**config.mk**
```make
export PLATFORM = sky130hd
export DESIGN_NAME = imh_ctrl
export DESIGN_NICKNAME = d
export VERILOG_FILES = /design/src/hw/rtl/imh_pkg.sv /design/src/hw/rtl/imh_ctrl.sv
export SDC_FILE = /design/constraint.sdc
export NUM_CORES = 1
export LEC_CHECK = 0
export BUFFER_PORTS_ARGS = -buffer_cell sky130_fd_sc_hd__buf_2
export CAP_MARGIN = 20
export CORE_ASPECT_RATIO = 0.8
export CORE_MARGIN = 2
export CORE_UTILIZATION = 40
export DETAILED_ROUTE_END_ITERATION = 10
export HOLD_SLACK_MARGIN = 0.03
export PLACE_DENSITY_LB_ADDON = 0.2
export SLEW_MARGIN = 5
export SYNTH_ARGS = -nofsm -noshare
export SYNTH_HDL_FRONTEND = slang
export SYNTH_SLANG_ARGS = --single-unit
```
**constraint.sdc**
```tcl
create_clock -name clk -period 2 [get_ports clk]
set_input_delay 0 -clock clk [delete_from_list [all_inputs] [get_ports clk]]
set_output_delay 0 -clock clk [all_outputs]
set_load 0.01 [all_outputs]
```
**src/hw/rtl/imh_pkg.sv**
```systemverilog
package imh_pkg;

  localparam int HEAP_DEPTH_DEF  = 1024;
  localparam int MAX_HANDLES_DEF = 4096;
  localparam int VALUE_W         = 32;
  localparam int HANDLE_W        = 13;

  localparam logic [2:0] OP_INSERT  = 3'd0;
  localparam logic [2:0] OP_PEEK    = 3'd1;
  localparam logic [2:0] OP_DEL_MIN = 3'd2;
  localparam logic [2:0] OP_DEL_H   = 3'd3;
  localparam logic [2:0] OP_MOD_H   = 3'd4;

  localparam logic [1:0] ST_OK     = 2'd0;
  localparam logic [1:0] ST_EMPTY  = 2'd1;
  localparam logic [1:0] ST_FULL   = 2'd2;
  localparam logic [1:0] ST_ABSENT = 2'd3;

  typedef struct packed {
    logic [2:0]                opcode;
    logic [HANDLE_W-1:0]       handle;
    logic signed [VALUE_W-1:0] value;
  } in_item_t;

  typedef struct packed {
    logic signed [VALUE_W-1:0] min_value;
    logic [1:0]                status;
  } out_item_t;

  // one strobe per controller step
  typedef struct packed {
    logic clr;
    logic load;
    logic disp;
    logic lk;
    logic lkc;
    logic rma;
    logic rmb;
    logic rmc;
    logic dl;
    logic dr;
    logic dc;
    logic ua;
    logic ub;
    logic place;
    logic rta;
    logic rtb;
    logic fin;
  } cmd_t;

  typedef struct packed {
    logic clr_done;
    logic go_up;
    logic go_rm;
    logic go_lk;
    logic kbad;
    logic is_del;
    logic k_last;
    logic no_left;
    logic down_stop;
    logic at_root;
    logic up_stop;
    logic out_busy;
  } sts_t;

endpackage

```
**src/hw/rtl/imh_ctrl.sv**
```systemverilog
module imh_ctrl (
  input  logic          clk,
  input  logic          rst_n,
  input  logic          in_valid,
  output logic          in_stall,
  input  imh_pkg::sts_t sts,
  output imh_pkg::cmd_t cmd
);

  typedef enum logic [16:0] {
    S_CLR   = 17'h00001,
    S_IDLE  = 17'h00002,
    S_DISP  = 17'h00004,
    S_LK    = 17'h00008,
    S_LKC   = 17'h00010,
    S_RMA   = 17'h00020,
    S_RMB   = 17'h00040,
    S_RMC   = 17'h00080,
    S_DL    = 17'h00100,
    S_DR    = 17'h00200,
    S_DC    = 17'h00400,
    S_UA    = 17'h00800,
    S_UB    = 17'h01000,
    S_PLACE = 17'h02000,
    S_RTA   = 17'h04000,
    S_RTB   = 17'h08000,
    S_FIN   = 17'h10000
  } state_t;

  state_t state_r, state_nxt;

  assign in_stall = (state_r != S_IDLE);

  always_comb begin
    cmd       = '0;
    state_nxt = state_r;
    unique case (state_r)
      S_CLR: begin
        cmd.clr = 1'b1;
        if (sts.clr_done) state_nxt = S_IDLE;
      end
      S_IDLE: begin
        if (in_valid) begin
          cmd.load  = 1'b1;
          state_nxt = S_DISP;
        end
      end
      S_DISP: begin
        cmd.disp = 1'b1;
        priority if (sts.go_up) state_nxt = S_UA;
        else if (sts.go_rm)     state_nxt = S_RMA;
        else if (sts.go_lk)     state_nxt = S_LK;
        else                    state_nxt = S_RTA;
      end
      S_LK: begin
        cmd.lk    = 1'b1;
        state_nxt = S_LKC;
      end
      S_LKC: begin
        cmd.lkc = 1'b1;
        priority if (sts.kbad) state_nxt = S_RTA;
        else if (sts.is_del)   state_nxt = S_RMA;
        else                   state_nxt = S_DL;
      end
      S_RMA: begin
        cmd.rma   = 1'b1;
        state_nxt = S_RMB;
      end
      S_RMB: begin
        cmd.rmb   = 1'b1;
        state_nxt = S_RMC;
      end
      S_RMC: begin
        cmd.rmc   = 1'b1;
        state_nxt = sts.k_last ? S_RTA : S_DL;
      end
      S_DL: begin
        cmd.dl    = 1'b1;
        state_nxt = sts.no_left ? S_UA : S_DR;
      end
      S_DR: begin
        cmd.dr    = 1'b1;
        state_nxt = S_DC;
      end
      S_DC: begin
        cmd.dc    = 1'b1;
        state_nxt = sts.down_stop ? S_UA : S_DL;
      end
      S_UA: begin
        cmd.ua    = 1'b1;
        state_nxt = sts.at_root ? S_PLACE : S_UB;
      end
      S_UB: begin
        cmd.ub    = 1'b1;
        state_nxt = sts.up_stop ? S_PLACE : S_UA;
      end
      S_PLACE: begin
        cmd.place = 1'b1;
        state_nxt = S_RTA;
      end
      S_RTA: begin
        cmd.rta   = 1'b1;
        state_nxt = S_RTB;
      end
      S_RTB: begin
        cmd.rtb   = 1'b1;
        state_nxt = S_FIN;
      end
      S_FIN: begin
        if (!sts.out_busy) begin
          cmd.fin   = 1'b1;
          state_nxt = S_IDLE;
        end
      end
      default: state_nxt = S_CLR;
    endcase
  end

  always_ff @(posedge clk) begin
    if (!rst_n) state_r <= S_CLR;
    else        state_r <= state_nxt;
  end

endmodule

```
==> metrics.md, run 1 <==
| Metric | Value |
|---|---|
| Syn Inst Count | 113 |
| Port bufs | 32 |
| Final Worst Setup Slack | -0.0372 ns |
| Grt ovf | 0 |
| Multi-input gate area | 726 sq um |
| Buf/Inv on CP | 2 |
| Antenna-violating nets left | 0 |
| GRT Resource Usage Total | 0.210 |
| Largest net degree at the start of global routing | 11 |
| EDFF count, synth | 0 |
| Sink Count | 17 |
| Vias per std cell | 5.22 |
| Endpoints failing hold | 0 |
| Worst-path clk slew | 0.11 ns |
| Measured slew at the worst slew-check pin | 0.353 ns |
| Synth Area in XOR/XNOR | 0.0424 |
| Ys async rst share | 0 |
| Maximum vdd drop | 257 uV |
| Post-synth cell types | 37 |
| Post-synth top area share | 0.330 |
| Detailed placement HPWL | 2000 microns |
| RSZ-0062 raised after global routing | yes |
| Initial antenna violation count | 0 |
| First-pass GRT wire length | 4760 microns |
| Critical path launch point type | flip-flop |
| Vias | 1065 |
| Clk buf depth | 2 |
| Placed inst area | 1240 sq um |
| Slowest CP cell | dfxtp_4 |
| ANT cells | 0 |
| Worst skew pair latency | 0.29 ns |
| Setup violators final | 1 |
| CP peak stage delay | 0.38 ns |
| Core area | 2440 sq um |
| Hold crit path type | primary input to flip-flop |
| Compound-Gate Fraction of Synth Area | 0.121 |
| Failing checks | setup timing |
| Reg2reg setup slack | -0.04 ns |
| Die Ht | 49.4 microns |
| Ys flop type | dfxtp_1 |
| Num ports | 33 |
| # DRC | 0 |
| Seq/Total Area, Yosys | 0.330 |
| Fmax | 491 MHz |
| Top Registers | state_r (17) |
| Pins Over Slew Limit | 0 |
| Crit end category | flip-flop |
| Synthesis warning total | 0 |
| Initial Util | 0.423 |
| Minimum clock period | 2.04 ns |
| Layout cells sized above 1 | 0.423 |
| Initial DRC count | 57 |
| Top cells by area, synth | dfxtp_1, nor4_4, nor3b_1 |
| H-tree Lvls | 1 |
| Syn Nets | 128 |
| Setup CP Type | flip-flop to flip-flop |
| CP top delay family | simple AND/OR/NAND/NOR gates |
| Slew HR | 0.764 |
| Drt wl/cell | 14.7 microns |
| Max reg flops | 17 |
| Post-route cell area | 1510 sq um |
| Area Overhead vs Synth | 46.4% |
| Largest Register | state_r |
| Vias in the first global route | 1049 |
| Outcome | finished with violations |
| Most common cell after layout, fill and taps aside | buf_2 |
| Simple-gate portion of the synthesized area | 0.484 |
| Most common cell on crit path | buf_4 |
| Post-layout nets | 184 |
| Max-cap violation count | 0 |
| Post-Place Setup Slack | 0.120 ns |
| Die Wd | 60.8 microns |
| Largest family of logic cells by synthesized area | simple AND/OR/NAND/NOR gates |
| Post-synthesis mux area share | 0 |
| Synthesized flop and latch total | 17 |
| Syn_area_per_cell | 9.13 sq um |
| Register area | 357 sq um |
| Post-Synth Adder-Cell Area | 0 |
| Tcrit/Tclk final | 1.02 |
| DR pass1 iterations | 4 |
| Post-synthesis cell area | 1030 sq um |
| Detailed Route WL | 3010 microns |
| Cell chain of the critical path | nor4_4, buf_4, nand4_1, buf_4, or3_1, o211ai_1, a21oi_1 |
| Biggest area consumer among synthesized cells | dfxtp_1 |
| Commonest non-fill, non-tap cells in the layout | buf_2, dlygate4sd3_1, buf_4 |
| Total chip power | 0.000770 W |
| Root Buffer | clkbuf_4 |
| Worst EP arrival | 2.22 ns |
| CTS tree | yes |
| Die Area | 3010 sq um |
| Crit-path max FO | 6 |
| FP Rows | 16 |
| Power Dens Cells | 509 nW/um^2 |
| P_leak | 0.606 nW |
| Critical Path RT | 2.18 ns |
| Gp weighted congestion | 0.829 |
| Num CTS Buffers | 3 |
| Clk_skew | 0.00180 ns |
| FILL cells | 230 |
==> report_power, final <==
part           internal, W  total (W)  leakage [nW]  switching (W)
clock network    0.0000745   0.000192        0.0177       0.000117
logic             0.000112   0.000216         0.447       0.000105
registers         0.000347   0.000362         0.142      0.0000146
==> final timing paths <==
| kind | from | to | cells past startpoint |
|---|---|---|---|
| worst max-delay path | state_r[6] | state_r[1] | 7 |
| worst min-delay path | sts[5] | state_r[14] | 3 |
| worst max register to register | state_r[6] | state_r[1] | 7 |
| worst min register to register | state_r[9] | state_r[11] | 3 |
==> stage by stage <==
step	setup TNS [ns]	util	std cells	hold slack, ns
2_1_floorplan	0	-	113	0.0544
4_1_cts	0	0.585	200	0.0361
5_1_grt	-0.522	0.619	204	0.0607
3_5_place_dp	0	0.508	181	0.181
3_3_place_gp	0	0.508	181	0.177
6_report	-0.0372	0.619	204	0.0433
==> cells in the mapped netlist, drive strengths merged (2+ instances only) <==
cell,n
nor2b,2
o21ai,4
a21oi,4
nand2,4
xor2,2
o22ai,2
and3,2
nand3b,2
nand4,6
inv,5
nor2,7
and4b,4
nor4,7
and2,6
nor4b,2
nor3b,10
a221oi,2
nand2b,2
or3,2
nor3,7
dfxtp,17
xnor2,3
o211ai,2
==> layout make-up <==
class	count	share of cell area
clock inverter	1	0.00331
multi-input combinational	90	0.480
tap	36	0.0298
sequential	17	0.236
clock buffer	3	0.0149
inverter	5	0.0124
timing repair buffer	52	0.224
==> repair_timing <==
action,in CTS,in global routing
resized for setup,6,16
pin swaps,5,8
setup endpoints to repair,6,14
endpoints found under the hold margin,12,0
buffers inserted,4,4
hold buffers,11,0
==> per-layer routing <==
| layer | up-vias | GRT usage | share of wire |
|---|---|---|---|
| li1 | 543 | - | - |
| met1 | 493 | 0.268 | 0.46 |
| met2 | 27 | 0.351 | 0.49 |
| met3 | 2 | 0.0584 | 0.042 |
| met4 | 0 | 0.0362 | 0.0033 |
| met5 | - | 0 | 0 |
==> logic make-up (layout without fill, tap and decap cells) <==
| logic type | after synthesis | after routing |
|---|---|---|
| xor gates and xnor gates | 5 | 5 |
| DFF | 17 | 17 |
| AOI/OAI and AO/OA | 19 | 19 |
| buffers and inverters | 6 | 61 |
| and+or+nand+nor | 66 | 66 |
==> worst reg2reg max path, delay by kind of cell, from the launching register on <==
| kind | cells | cell delay, ns |
|---|---|---|
| AO/OA/AOI/OAI | 2 | 0.16 |
| buffers and inverters | 2 | 0.44 |
| flip-flops | 1 | 0.38 |
| AND/OR/NAND/NOR | 3 | 0.94 |
(Power assumes the default switching activity.)
==> run 2: changes to the inputs <==
Settings changed: CELL_PAD_IN_SITES_DETAIL_PLACEMENT set to 1, CELL_PAD_IN_SITES_GLOBAL_PLACEMENT set to 1, CORE_UTILIZATION 40 to 36.
==> metrics.md, run 2 (same netlist as run 1, synthesis figures left out) <==
| Metric | Value |
|---|---|
| Outcome | finished with violations |
| Failing checks | setup timing |
| Worst-path clk slew | 0.11 ns |
| DR pass1 iterations | 4 |
| H-tree Lvls | 1 |
| Antenna-violating nets left | 0 |
| Commonest non-fill, non-tap cells in the layout | buf_2, buf_4, dlygate4sd3_1 |
| Cell chain of the critical path | nor3_4, nand4_2, or3_4, nor3b_4, buf_2 |
| Die Area | 3310 sq um |
| Vias per std cell | 5.58 |
| Worst Hold Slack | 0.0839 ns |
| Total chip power | 0.000853 W |
| Num ports | 33 |
| Initial DRC count | 78 |
| Layout cells sized above 1 | 0.489 |
| Critical Path RT | 2.00 ns |
| Slowest CP cell | or3_4 |
| Top Registers | state_r (17) |
| Core area | 2740 sq um |
| Critical path launch point type | flip-flop |
| Initial antenna violation count | 0 |
| Worst Reg-to-Reg Cells | 7 |
| First-pass GRT wire length | 5900 microns |
| Drt wl/cell | 19.3 microns |
| Critical R2R Capture | state_r[1] |
| Worst Setup SP | state_r[8] |
| R2r startpoint | state_r[0] |
| Worst skew pair latency | 0.32 ns |
| Post-layout nets | 202 |
| Gp weighted congestion | 0.773 |
| Tcrit/Tclk final | 1.02 |
| Register area | 357 sq um |
| Multi-input gate area | 739 sq um |
| # placed instances | 184 |
| CP peak stage delay | 0.44 ns |
| Maximum vdd drop | 434 uV |
| Worst Hold Launch | sts[0] |
| Clk buf depth | 2 |
| Grt ovf | 0 |
| Fmax | 490 MHz |
| Die Ht | 51.9 microns |
| Sink Count | 17 |
| Port bufs | 32 |
| CP endpoint | cmd[1] |
| # DRC | 0 |
| Buf/Inv on CP | 1 |
| Setup violators final | 2 |
| RSZ-0062 raised after global routing | yes |
| Die Wd | 63.9 microns |
| Pins Over Slew Limit | 0 |
| Reg2reg setup slack | 0.03 ns |
| Num CTS Buffers | 3 |
| Stages on the worst setup path | 5 |
| Power Dens Cells | 510 nW/um^2 |
| Crit end category | primary output |
| Minimum clock period | 2.04 ns |
| Max reg flops | 17 |
| Setup CP Type | flip-flop to primary output |
| Clk_skew | 0.00163 ns |
| CTS tree | yes |
| CP top delay family | simple AND/OR/NAND/NOR gates |
| Largest net degree at the start of global routing | 11 |
| Vias in the first global route | 1130 |
| Root Buffer | clkbuf_4 |
| Non-Filler Instances | 224 |
| Most common cell after layout, fill and taps aside | buf_2 |
| GRT Resource Usage Total | 0.237 |
| Area Overhead vs Synth | 62.2% |
| FP Rows | 17 |
| Initial Util | 0.376 |
| Final Worst Setup Slack | -0.0407 ns |
| Worst EP arrival | 2.04 ns |
| Hold crit path type | primary input to flip-flop |
| Detailed placement HPWL | 2360 microns |
| ANT cells | 0 |
| Slew HR | 0.712 |
| FILL cells | 337 |
| Largest Register | state_r |
| Vias | 1250 |
| Endpoints failing hold | 0 |
| Max-cap violation count | 0 |
| Detailed Route WL | 4330 microns |
| Measured slew at the worst slew-check pin | 0.431 ns |
| Crit-path max FO | 5 |
| P_leak | 0.697 nW |
run 2: worst register-to-register path, delay by kind of cell (launching register included):
kind / cells / cell delay (ns)
and+or+nand+nor: 3 / 0.87
buffers and inverters: 2 / 0.44
DFF: 1 / 0.38
AOI/OAI and AO/OA: 2 / 0.17
run 2: power breakdown:
part / leakage (nW) / internal, W / total (W) / switching [W]
registers: 0.142 / 0.000350 / 0.000364 / 0.0000149
clock network: 0.0177 / 0.0000751 / 0.000209 / 0.000134
logic: 0.538 / 0.000149 / 0.000279 / 0.000131
total: 0.697 / 0.000574 / 0.000853 / 0.000280
run 2: routing by layer:
layer / GRT usage / wire length (microns) / vias up
li1: - / - / 579
met1: 0.295 / 1810 / 619
met2: 0.431 / 2260 / 46
met3: 0.0455 / 210 / 6
met4: 0.0435 / 45 / 0
met5: 0 / 0 / -
run 2: final cells by class:
class | instances | share of cell area
timing repair buffer | 70 | 0.289
multi-input combinational | 90 | 0.442
tap | 38 | 0.0284
inverter | 5 | 0.0112
clock buffer | 3 | 0.0135
sequential | 17 | 0.213
clock inverter | 1 | 0.00299
run 2: worst min-delay path by stage:
stage                              to  slack [ns]  depth (start not counted)
after detailed placement  state_r[12]        0.19                          2
after floorplan                cmd[0]        0.05                          1
after global placement     state_r[9]        0.18                          2
final                     state_r[16]        0.08                          4
after global routing      state_r[16]        0.11                          4
after CTS                 state_r[16]        0.08                          4
run 2: per-stage QoR:
stage | TNS, ns | utilization | area (sq um) | worst slack (ns)
final | -0.0702 | 0.610 | 1670 | -0.0407
after global routing | -0.985 | 0.610 | 1670 | -0.126
after CTS | -0.0260 | 0.547 | 1500 | -0.0150
after detailed placement | 0 | 0.456 | 1250 | 0.0318
after global placement | 0 | 0.456 | 1250 | 0.138
after floorplan | 0 | - | 1030 | 0.242
run 2: what timing repair did:
| item | in CTS | in global routing |
|---|---|---|
| hold endpoints to repair | 12 | 0 |
| gates cloned | 0 | 0 |
| resized for setup | 7 | 20 |
| pin swaps | 6 | 16 |
| setup endpoints to repair | 7 | 20 |
| buffers inserted | 9 | 14 |
| hold buffers | 13 | 0 |
